`config.mk`:
```
export PLATFORM = sky130hd
export DESIGN_NAME = positional_list_store
export DESIGN_NICKNAME = d
export VERILOG_FILES = /design/src/sv/pls_pkg.sv /design/src/sv/positional_list_store.sv /design/src/sv/pls_cell.sv
export SDC_FILE = /design/constraint.sdc
export NUM_CORES = 2
export LEC_CHECK = 0
export CELL_PAD_IN_SITES_DETAIL_PLACEMENT = 1
export CELL_PAD_IN_SITES_GLOBAL_PLACEMENT = 2
export CORE_UTILIZATION = 35
export CTS_BUF_LIST = sky130_fd_sc_hd__clkbuf_8 sky130_fd_sc_hd__clkbuf_16
export CTS_CLUSTER_DIAMETER = 100
export DETAILED_ROUTE_END_ITERATION = 8
export DONT_BUFFER_PORTS = 1
export GPL_ROUTABILITY_DRIVEN = 0
export PLACE_DENSITY = 0.79
export SYNTH_ARGS = -nofsm -noshare
export SYNTH_HDL_FRONTEND = slang
export SYNTH_SLANG_ARGS = --single-unit
```
`constraint.sdc`:
```
create_clock -name clock -period 14.8 [get_ports clock]
set_clock_uncertainty 0.05 [all_clocks]
set_input_delay 3.7 -clock clock [delete_from_list [all_inputs] [get_ports clock]]
set_output_delay 3.7 -clock clock [all_outputs]
set_load 0.005 [all_outputs]
```
`src/sv/pls_pkg.sv`:
```
// ----------------------------------------------------------------------------
// pls_pkg
// Shared types and codes for the positional list store.
// ----------------------------------------------------------------------------
package pls_pkg;

   localparam int POS_BITS   = 4;
   localparam int COUNT_BITS = 5;
   localparam int DATA_BITS  = 64;

   typedef enum logic [2:0] {
      CMD_PUSH_FRONT = 3'd0,
      CMD_PUSH_BACK  = 3'd1,
      CMD_INSERT     = 3'd2,
      CMD_REMOVE     = 3'd3,
      CMD_POP_FRONT  = 3'd4,
      CMD_POP_BACK   = 3'd5,
      CMD_READ       = 3'd6,
      CMD_CLEAR      = 3'd7
   } cmd_type;

   typedef enum logic [1:0] {
      ST_OK    = 2'd0,
      ST_EMPTY = 2'd1,
      ST_FULL  = 2'd2,
      ST_RANGE = 2'd3
   } status_type;

   // the operation that every cell carries out
   typedef enum logic [1:0] {
      OP_HOLD   = 2'd0,
      OP_INSERT = 2'd1,
      OP_REMOVE = 2'd2
   } cell_op_type;

   typedef struct packed {
      cmd_type                cmd;
      logic [DATA_BITS-1:0]   value;
      logic [POS_BITS-1:0]    position;
   } req_type;

   typedef struct packed {
      logic [DATA_BITS-1:0]   data;
      logic [COUNT_BITS-1:0]  count;
      logic                   empty_res;
      status_type             status;
   } rsp_type;

endpackage

```
`src/sv/positional_list_store.sv`:
```
// ----------------------------------------------------------------------------
// positional_list_store
// Bounded ordered list of words kept in a row of shifting cells.
// ----------------------------------------------------------------------------
//  channel   ports                      handshake
//  command   start, busy, req_data      taken when start & !busy
//  result    rsp_valid, rsp_data        one cycle strobe, no backpressure
//
// One command per cycle; busy stays low. The result appears the cycle after
// the command is taken. All cells load, shift or hold in parallel, so
// inserts and removes cost the same as reads. Reset empties the list at once.
// The result side cannot stall.
// ----------------------------------------------------------------------------
module positional_list_store #(
   parameter int CAPACITY  = 16,
   parameter int WORD_BITS = 64
) (
   input  logic              clock,
   input  logic              reset,
   input  logic              start,
   output logic              busy,
   input  pls_pkg::req_type  req_data,
   output logic              rsp_valid,
   output pls_pkg::rsp_type  rsp_data
);
   import pls_pkg::*;

   localparam int CW   = $clog2(CAPACITY + 1);
   localparam int IW   = $clog2(CAPACITY);
   localparam int CMPW = (CW > POS_BITS) ? CW : POS_BITS;

   logic [CW-1:0]        n_ff;
   logic [CW-1:0]        n_in;
   logic                 rsp_valid_ff;
   rsp_type              rsp_ff;
   rsp_type              rsp_in;

   logic                 accept;
   logic                 full;
   logic                 empty;
   logic [CMPW-1:0]      pos_c;
   logic [CMPW-1:0]      n_c;
   cell_op_type          op;
   logic [CW-1:0]        at;
   status_type           status;
   logic                 take_data;
   logic [WORD_BITS-1:0] new_word;
   logic [WORD_BITS-1:0] rd_word;

   logic [WORD_BITS-1:0] cell_q     [CAPACITY];
   logic [WORD_BITS-1:0] left_word  [CAPACITY];
   logic [WORD_BITS-1:0] right_word [CAPACITY];

   assign busy     = 1'b0;
   assign accept   = start && !busy;
   assign full     = (n_ff == CW'(CAPACITY));
   assign empty    = (n_ff == '0);
   assign pos_c    = CMPW'(req_data.position);
   assign n_c      = CMPW'(n_ff);
   assign new_word = req_data.value[WORD_BITS-1:0];
   assign rd_word  = cell_q[at[IW-1:0]];

   always_comb begin
      op        = OP_HOLD;
      at        = '0;
      n_in      = n_ff;
      status    = ST_OK;
      take_data = 1'b0;
      unique case (req_data.cmd) inside
         CMD_PUSH_FRONT, CMD_PUSH_BACK, CMD_INSERT: begin
            if (full) begin
               status = ST_FULL;
            end else begin
               op   = OP_INSERT;
               n_in = n_ff + CW'(1);
               if (req_data.cmd == CMD_PUSH_FRONT) begin
                  at = '0;
               end else if (req_data.cmd == CMD_PUSH_BACK || pos_c >= n_c) begin
                  at = n_ff;
               end else begin
                  at = CW'(pos_c);
               end
            end
         end
         CMD_REMOVE: begin
            if (empty) begin
               status = ST_EMPTY;
            end else begin
               op        = OP_REMOVE;
               n_in      = n_ff - CW'(1);
               take_data = 1'b1;
               at        = (pos_c >= n_c - CMPW'(1)) ? n_ff - CW'(1) : CW'(pos_c);
            end
         end
         CMD_POP_FRONT, CMD_POP_BACK: begin
            if (empty) begin
               status = ST_EMPTY;
            end else begin
               op        = OP_REMOVE;
               n_in      = n_ff - CW'(1);
               take_data = 1'b1;
               at        = (req_data.cmd == CMD_POP_FRONT) ? '0 : n_ff - CW'(1);
            end
         end
         CMD_READ: begin
            if (pos_c < n_c) begin
               take_data = 1'b1;
               at        = CW'(pos_c);
            end else begin
               status = ST_RANGE;
            end
         end
         CMD_CLEAR: begin
            n_in = '0;
         end
         default: begin
            n_in = n_ff;
         end
      endcase
      if (!accept) begin
         op   = OP_HOLD;
         n_in = n_ff;
      end
   end

   always_comb begin
      rsp_in.data      = take_data ? DATA_BITS'(rd_word) : '0;
      rsp_in.count     = COUNT_BITS'(n_in);
      rsp_in.empty_res = (n_in == '0);
      rsp_in.status    = status;
   end

   genvar gi;
   generate
      for (gi = 0; gi < CAPACITY; gi++) begin : g_cell
         if (gi == 0) begin : g_first
            assign left_word[gi] = '0;
         end else begin : g_left
            assign left_word[gi] = cell_q[gi-1];
         end
         if (gi == CAPACITY - 1) begin : g_last
            assign right_word[gi] = '0;
         end else begin : g_right
            assign right_word[gi] = cell_q[gi+1];
         end
         pls_cell #(
            .WORD_BITS (WORD_BITS),
            .CW        (CW),
            .INDEX     (gi)
         ) u_cell (
            .clock      (clock),
            .op         (op),
            .at         (at),
            .fill       (n_ff),
            .new_word   (new_word),
            .left_word  (left_word[gi]),
            .right_word (right_word[gi]),
            .q          (cell_q[gi])
         );
      end
   endgenerate

   always_ff @(posedge clock) begin
      if (reset) begin
         n_ff         <= '0;
         rsp_valid_ff <= 1'b0;
      end else begin
         n_ff         <= n_in;
         rsp_valid_ff <= accept;
      end
   end

   always_ff @(posedge clock) begin
      rsp_ff <= rsp_in;
   end

   assign rsp_valid = rsp_valid_ff;
   assign rsp_data  = rsp_ff;

   a_count_bound : assert property (@(posedge clock) disable iff (reset)
      n_ff <= CW'(CAPACITY))
      else $error("fill count above capacity");

   a_one_result : assert property (@(posedge clock) disable iff (reset)
      accept |=> rsp_valid)
      else $error("taken command gave no result");

   a_no_spurious : assert property (@(posedge clock) disable iff (reset)
      !accept |=> !rsp_valid)
      else $error("result without a command");

   a_full_drop : assert property (@(posedge clock) disable iff (reset)
      (accept && full && (req_data.cmd == CMD_PUSH_FRONT
         || req_data.cmd == CMD_PUSH_BACK || req_data.cmd == CMD_INSERT))
      |=> (n_ff == $past(n_ff) && rsp_data.status == ST_FULL))
      else $error("push into full list changed the count");

   a_fail_zero : assert property (@(posedge clock) disable iff (reset)
      (rsp_valid && rsp_data.status != ST_OK) |-> rsp_data.data == '0)
      else $error("failed command returned data");

endmodule

```
`src/sv/pls_cell.sv`:
```
// ----------------------------------------------------------------------------
// pls_cell
// One list slot: holds, loads the new word, or shifts from a neighbor.
// ----------------------------------------------------------------------------
module pls_cell #(
   parameter int WORD_BITS = 64,
   parameter int CW        = 5,
   parameter int INDEX     = 0
) (
   input  logic                  clock,
   input  pls_pkg::cell_op_type  op,
   input  logic [CW-1:0]         at,
   input  logic [CW-1:0]         fill,
   input  logic [WORD_BITS-1:0]  new_word,
   input  logic [WORD_BITS-1:0]  left_word,
   input  logic [WORD_BITS-1:0]  right_word,
   output logic [WORD_BITS-1:0]  q
);
   import pls_pkg::*;

   localparam logic [CW-1:0] MY_IDX = CW'(INDEX);

   logic [WORD_BITS-1:0] q_ff;
   logic [WORD_BITS-1:0] q_in;

   always_comb begin
      q_in = q_ff;
      unique case (op)
         OP_INSERT: begin
            if (MY_IDX == at) begin
               q_in = new_word;
            end else if (MY_IDX > at && MY_IDX <= fill) begin
               q_in = left_word;
            end
         end
         OP_REMOVE: begin
            if (MY_IDX >= at && (MY_IDX + CW'(1)) < fill) begin
               q_in = right_word;
            end
         end
         default: q_in = q_ff;
      endcase
   end

   always_ff @(posedge clock) begin
      q_ff <= q_in;
   end

   assign q = q_ff;

endmodule

```
# Word level (Yosys, flattened, before mapping)
# Index checks and enable logic that the tools add are counted.
[word_totals]
register_bits = 1102
output_inout_bits = 74
wordCells = 298
in_bits = 74
[op_classes]
bitwise_logic = 1
add_sub_neg = 2
eq_ne = 57
muxes = 91
magnitude_cmp = 68
reduce_logical = 57
[ops]
columns = ["op", "count"]
rows = [
  ["$mux W64", 50],
  ["$pmux W64 S2", 16],
  ["$bmux W64 S4", 1],
  ["$mux W5", 10],
  ["$ne A3 B1 Y1 const B", 16],
  ["$reduce_and A3 Y1", 16],
  ["$eq A4 B5 Y1 const A", 8],
  ["$ge A4 B5 Y1 const A", 8],
  ["$gt A4 B5 Y1 const A", 8],
  ["$le A4 B5 Y1 const A", 8],
  ["$lt A4 B5 Y1 const A", 8],
  ["$logic_and A1 B1 Y1", 32],
  ["$ne A2 B1 Y1 const B", 16],
  ["$eq A3 B5 Y1 const A", 4],
  ["$ge A3 B5 Y1 const A", 4],
  ["$gt A3 B5 Y1 const A", 4],
  ["$le A3 B5 Y1 const A", 4],
  ["$lt A3 B5 Y1 const A", 4],
  ["$pmux W5 S4", 1],
  ["$logic_not A5 Y1", 3],
  ["$pmux W5 S3", 1],
  ["$eq A3 B3 Y1 const B", 4],
  ["$eq A2 B5 Y1 const A", 2],
  ["$ge A1 B5 Y1 const A", 2],
  ["other kinds (31)", 46],
]

# Longest topological paths before layout
[logic_depth]
word_depth = 11
mapped_depth = 18
mapped_depth_nobuf = 13

# By module
# Synthesis repeated with hierarchy kept, for this count alone.
[unflattened]
hier_cells = 8140
hier_area_um2 = 76016.7
[by_module_without_submodules]
columns = ["module", "area_per_inst_um2", "n_inst", "seq_area_each_um2", "cells_each"]
rows = [
  ["positional_list_store", 16280.6, 1, 1561.5, 2230],
  ["pls_cell at g_cell[9].u_cell", 3982.6, 1, 1921.8, 374],
  ["pls_cell at g_cell[6].u_cell", 3961.3, 1, 1921.8, 374],
  ["pls_cell at g_cell[8].u_cell", 3960.0, 1, 1921.8, 375],
  ["pls_cell at g_cell[0].u_cell", 3928.8, 1, 1921.8, 369],
  ["pls_cell at g_cell[10].u_cell", 3895.0, 1, 1921.8, 374],
  ["pls_cell at g_cell[12].u_cell", 3887.5, 1, 1921.8, 372],
  ["pls_cell at g_cell[11].u_cell", 3828.7, 1, 1921.8, 383],
  ["pls_cell at g_cell[7].u_cell", 3752.3, 1, 1921.8, 371],
  ["pls_cell at g_cell[15].u_cell", 3747.3, 1, 1921.8, 382],
  ["pls_cell at g_cell[4].u_cell", 3711.1, 1, 1921.8, 381],
  ["pls_cell at g_cell[14].u_cell", 3632.2, 1, 1921.8, 376],
  ["pls_cell at g_cell[2].u_cell", 3570.9, 1, 1921.8, 372],
  ["pls_cell at g_cell[3].u_cell", 3527.1, 1, 1921.8, 375],
  ["+3 rows", "-", "-", "-", "-"],
]

# Least setup slack after synthesis
# Ideal clock, no wire load.
[synth_path]
kind = "in2reg"
startpoint = "in req_data[0] (netlist name)"
endpoint = "reg g_cell[7].u_cell.q_ff[0] (enable)"
cell_stages = 12
setup_ns = 0.602
path_buffers = 2
setup_slack_ns = 2.954
arrival_ns = 11.194
required_ns = 14.148
path_cell_list = "inv_1 ha_1 nand2b_1 a2111o_1 and3_1 o32ai_2 a211oi_2 nor2_1 nand3_1 buf_4 buf_4 a311oi_1"
[synth_between]
elab_chain_len = 10
word_cells_on_any_way = 19
cone_classes = "order compare: 5; eq/ne: 3; mux: 7; reduce/logical: 4"
[synth_rtl]
columns = ["item", "line", "text"]
rows = [
  ["from (decl)", "positional_list_store.sv:22", "input pls_pkg::req_type req_data,"],
  ["$ge A4 B5 Y1", "positional_list_store.sv:78", "end else if (req_data.cmd == CMD_PUSH_BACK || pos_c >= n_c) begin"],
  ["$logic_or A1 B1 Y1", "positional_list_store.sv:78", ""],
  ["$mux W5", "positional_list_store.sv:78", ""],
  ["$mux W5", "positional_list_store.sv:76", "if (req_data.cmd == CMD_PUSH_FRONT) begin"],
  ["$mux W5", "positional_list_store.sv:71", "if (full) begin"],
  ["$pmux W5 S4 *", "positional_list_store.sv:69", "unique case (req_data.cmd) inside"],
  ["$gt A3 B5 Y1 or $ge A3 B5 Y1 (tied branches)", "pls_cell.sv:32, pls_cell.sv:37", ""],
  ["$logic_and A1 B1 Y1, on equally long branches", "pls_cell.sv:32, pls_cell.sv:37", ""],
  ["$ne A3 B1 Y1 (no source line) or $ne A2 B1 Y1 (tied branches)", "-", ""],
  ["$reduce_and A3 Y1 (no source line) *", "-", ""],
  ["to (signal assigned)", "pls_cell.sv:46", "q_ff <= q_in;"],
  ["to (decl)", "pls_cell.sv:23", "logic [WORD_BITS-1:0] q_ff;"],
]
# Mark *: on every way between the ends. The rest lies on a longest branch, timed or not.
# A chain may end at the register's enable or synchronous reset.

# Worst setup path in the final report
[layout_path]
startpoint = "in req_data[0] (netlist name)"
endpoint = "reg g_cell[11].u_cell.q_ff[41] (enable)"
[layout_between]
elab_chain_len = 10
word_cells_on_any_way = 19
cone_classes = "order compare: 5; eq/ne: 3; mux: 7; reduce/logical: 4"
[layout_rtl]
columns = ["item", "line"]
rows = [
  ["$ge A4 B5 Y1", "positional_list_store.sv:78"],
  ["$logic_or A1 B1 Y1", "positional_list_store.sv:78"],
  ["$mux W5", "positional_list_store.sv:78"],
  ["$mux W5", "positional_list_store.sv:76"],
  ["$mux W5", "positional_list_store.sv:71"],
  ["$pmux W5 S4 *", "positional_list_store.sv:69"],
  ["$gt A4 B5 Y1 or $ge A4 B5 Y1 (tied branches)", "pls_cell.sv:32, pls_cell.sv:37"],
  ["$logic_and A1 B1 Y1, on equally long branches", "pls_cell.sv:32, pls_cell.sv:37"],
  ["$ne A3 B1 Y1 (no source line) or $ne A2 B1 Y1 (tied branches)", "-"],
  ["$reduce_and A3 Y1 (no source line) *", "-"],
  ["to (signal assigned)", "pls_cell.sv:46"],
  ["to (decl)", "pls_cell.sv:23"],
]
# Marked as above.

==> Flow_metrics.wiki <==
{| class="wikitable"
! Metric !! Value
|-
| Status || finished, final reports clean
|-
| Max capacitance violation total || 0
|-
| Starting density of the core || 35.4%
|-
| Hold Crit Depth || 2
|-
| Complex-gate fraction of the synthesized area || 11.9%
|-
| Fraction of final layout cells sized beyond drive strength 1 || 5.46%
|-
| Crit. End Element || register
|-
| Layout Cells excl Fill || 8833
|-
| Final Slew Violations || 0
|-
| Smallest hold slack || 510 ps
|-
| First-pass GRT wire length || 339000 µm
|-
| Worst slew margin relative to its limit || 19.5%
|-
| Num rows || 155
|-
| Dominant delay contributor by cell family on the critical path || buffers and inverters
|-
| Number of input and output port buffers inserted || 0
|-
| Arrival @ worst endpoint || 9280 ps
|-
| Synth cell types || 74
|-
| Clock latency on the worst-skew pair || 800 ps
|-
| Sequential Area || 32300 µm²
|-
| Cell area after synthesis || 63400 µm²
|-
| Pin count of the biggest net entering global routing || 254
|-
| Critical path peak fanout || 49
|-
| Post-synthesis mux area share || 15.1%
|-
| CP max stage cell || buf_4
|-
| Die boundary height || 428 µm
|-
| Critical path buffer and inverter count || 5
|-
| Xor and xnor fraction of the mapped netlist area || 0.0533%
|-
| Number of buffers on the longest clock path || 3
|-
| Peak supply drop || 0.123 mV
|-
| Total setup violations reported at the end of the flow || 0
|-
| Global-route congestion overflow total || 0
|-
| Peak clock frequency supported by timing || 112 MHz
|-
| Number of antenna violations at the first check in global routing || 1
|-
| Unrepaired setup endpoints after global routing || no
|-
| Synth-to-Final Area Change || 9.18%
|-
| Required @ worst endpoint || 15140 ps
|-
| Die Wd || 428 µm
|-
| Delay of the slowest cell on the worst path || 780 ps
|-
| Syn nets || 6814
|-
| I/O pin count || 148
|-
| Crit. path cell count || 15
|-
| GRT Util Overall || 24.1%
|-
| Non-Filler Cell Area, Final || 69200 µm²
|-
| Critical path, cell by cell || inv_1, ha_1, nand2b_1, a2111o_1, and3_1, o32a_1, o211ai_4, buf_4, nand3_1, nor3_4, buf_4, a21oi_1, a211oi_4, buf_4, buf_4
|-
| Post-Place Cell Area || 64700 µm²
|-
| Routed wire length || 224000 µm
|-
| # H-tree levels || 4
|-
| YS warnings || 0
|-
| Total setup buffers inserted after CTS || 0
|-
| Combinational family with the most area after synthesis || simple AND/OR/NAND/NOR gates
|-
| Hold violation total from the final report || 0
|-
| Clock Sinks || 1102
|-
| Net count reported at finish || 6452
|-
| FF+latch count, synth || 1102
|-
| Share of synthesized area occupied by flip-flops and latches || 51.0%
|-
| Power density of the placed cells || 127 nW/µm²
|-
| Number of global-route vias before repair || 52901
|-
| CP dominant cell by count || buf_4
|-
| Worst setup SP type || input port
|-
| DRC viols || 0
|-
| EDFF count, synth || 1024
|-
| Std-Cell Core Area || 179000 µm²
|-
| Iteration-0 DRC count of the detailed router || 4015
|-
| Type of the setup path with the least slack || in -> reg
|-
| ANT cells || 0
|-
| Leak pwr || 25.4 nW
|-
| Total clock buffers created by CTS || 140
|-
| DPL Wire Length || 130000 µm
|-
| Highest-count cells in the layout ignoring fill and taps || 1953 x nand2_1, 1024 x edfxtp_1, 958 x mux2i_1
|-
| Main flop type after synthesis || edfxtp_1
|-
| Fill cells || 20253
|-
| Clock-pin slew reported for the worst setup and hold paths after clock tree synthesis || 60 ps
|-
| Most common library cell in the layout ignoring fill and taps || nand2_1
|-
| Hold buffer count at cts || 0
|-
| Via count || 51016
|-
| First-pass iteration count of the detailed router || 6
|-
| Share of synthesized registers carrying an async set or reset || 0%
|-
| Placed Cells incl. Taps || 8576
|-
| Per-cell via count in the routed design || 5.78
|-
| Quantity of gates resized following cts || 0
|-
| Worst min-delay path class || reg -> reg
|-
| Sum Neg Setup Slack || 0 ps
|-
| Area of the die || 183000 µm²
|-
| Per-instance average area after synthesis || 9.42 µm²
|-
| Final cycle utilization of the critical path || 60.4%
|-
| Cells after Synth || 6725
|-
| Depth of the worst register-to-register path || 17
|-
| CTS Root Buffer Type || clkbuf_16
|-
| Crit path time final || 8940 ps
|-
| Footprint of the multi-input gates || 28600 µm²
|-
| TritonCTS clock tree || built
|-
| WL per Instance || 25.3 µm
|-
| Number of nets still failing antenna checks after routing || 0
|-
| Worst Max-Slew Pin Slew || 1200 ps
|-
| Simple-gate share of the synthesized area || 16.9%
|-
| Synth Area in Adders || 0.296%
|}
## worst register-to-register path: stages (launching register included)
cell and delay (ps):
dfxtp_1 760, inv_1 350, ha_1 370, xnor2_1 300
ha_1 240, o21ai_0 90, nand2b_1 140, nand4_1 140
a21o_1 250, o211ai_4 850, buf_4 810, nand3_1 390
nor3_4 200, buf_4 550, a21oi_1 160, a211oi_4 270
buf_4 460, buf_4 770
## logic make-up (layout without fill, tap and decap cells)
| kind of cell | after synthesis | after routing |
|---|---|---|
| other | 1 | 1 |
| adder cells (fa/ha/maj) | 15 | 15 |
| AND/OR/NAND/NOR | 2570 | 2570 |
| XOR/XNOR | 3 | 3 |
| multiplexers | 958 | 958 |
| AO/OA/AOI/OAI | 1451 | 1451 |
| buffers and inverters | 625 | 378 |
| flip-flops | 1102 | 1102 |
## routing by layer
| layer | part of all wire [%] | track usage [%] | routed length, µm | up-vias |
|---|---|---|---|---|
| li1 | - | - | - | 23253 |
| met2 | 48 | 40.6 | 107000 | 1223 |
| met4 | 2.7 | 7.39 | 6010 | 0 |
| met5 | 0 | 0 | 0 | - |
| met3 | 4.9 | 3.62 | 11000 | 282 |
| met1 | 45 | 31.9 | 99600 | 26258 |
## area by class of cell
class | count | share of cell area, %
Inverter | 17 | 0.0922
Tap cell | 2355 | 4.26
Clock buffer | 152 | 5.30
Multi-Input combinational cell | 4998 | 41.3
Sequential cell | 1102 | 46.7
Clock inverter | 105 | 1.11
Timing Repair Buffer | 104 | 1.20
## synthesized netlist by cell type (all sizes together), types with 2 or more instances
cell type	count	share of area [%]
nand2	1958	12
edfxtp	1024	49
mux2i	958	15
o21ai	918	7.3
a21oi	408	3.2
clkbuf	391	2.3
nand3	333	2.6
buf	217	2.2
dfxtp	78	2.5
nor3	72	0.61
o22ai	70	0.69
nor2b	69	0.68
nor4	64	0.63
nor2	30	0.21
inv	17	0.10
ha	15	0.30
nand2b	13	0.13
a211oi	8	0.10
a221oi	6	0.093
and3	5	0.049
nand4	5	0.073
a22oi	4	0.047
a311oi	4	0.065
and2	4	0.039
o21a	4	0.047
o31a	4	0.055
or3	4	0.039
a211o	3	0.041
nand3b	3	0.055
o211ai	3	0.043
a21boi	2	0.024
a21o	2	0.024
and3b	2	0.028
o311ai	2	0.028
o31ai	2	0.024
o32ai	2	0.040
or4	2	0.030
xnor2	2	0.040
## path summary, 6_finish.rpt
path	slack [ps]	endpoint	from
setup reg to reg	7170	g_cell[11].u_cell.q[41]$_DFFE_PP_	n_c[0]$_SDFF_PP0_
setup / recovery	5860	g_cell[11].u_cell.q[41]$_DFFE_PP_	req_data[0]
hold / removal	510	g_cell[14].u_cell.q[53]$_DFFE_PP_	g_cell[15].u_cell.q[53]$_SDFFCE_PP0P_
hold reg to reg	510	g_cell[14].u_cell.q[53]$_DFFE_PP_	g_cell[15].u_cell.q[53]$_SDFFCE_PP0P_
## power by group
group          switching, mW  leakage [nW]  total (mW)  internal [mW]
registers              0.223          10.1        4.05           3.83
logic                  0.970          12.9        1.39          0.424
clock network           1.47          2.34        3.35           1.87
## through the flow
step | util (%) | worst slack [ps] | total power, mW
after detailed placement | 36.1 | 5130 | 5.50
after global placement | 36.1 | 5170 | 5.45
final | 38.6 | 5860 | 8.79
after global routing | 38.6 | 5650 | 9.13
after CTS | 38.6 | 5950 | 8.87
after floorplan | - | 2950 | 5.00
## registers in the layout (all words and copies together) (netlist names)
name,count
g_cell.u_cell.q,1024
rsp_data,72
n_c,5
rsp_valid,1
(Power assumes the default switching activity.)
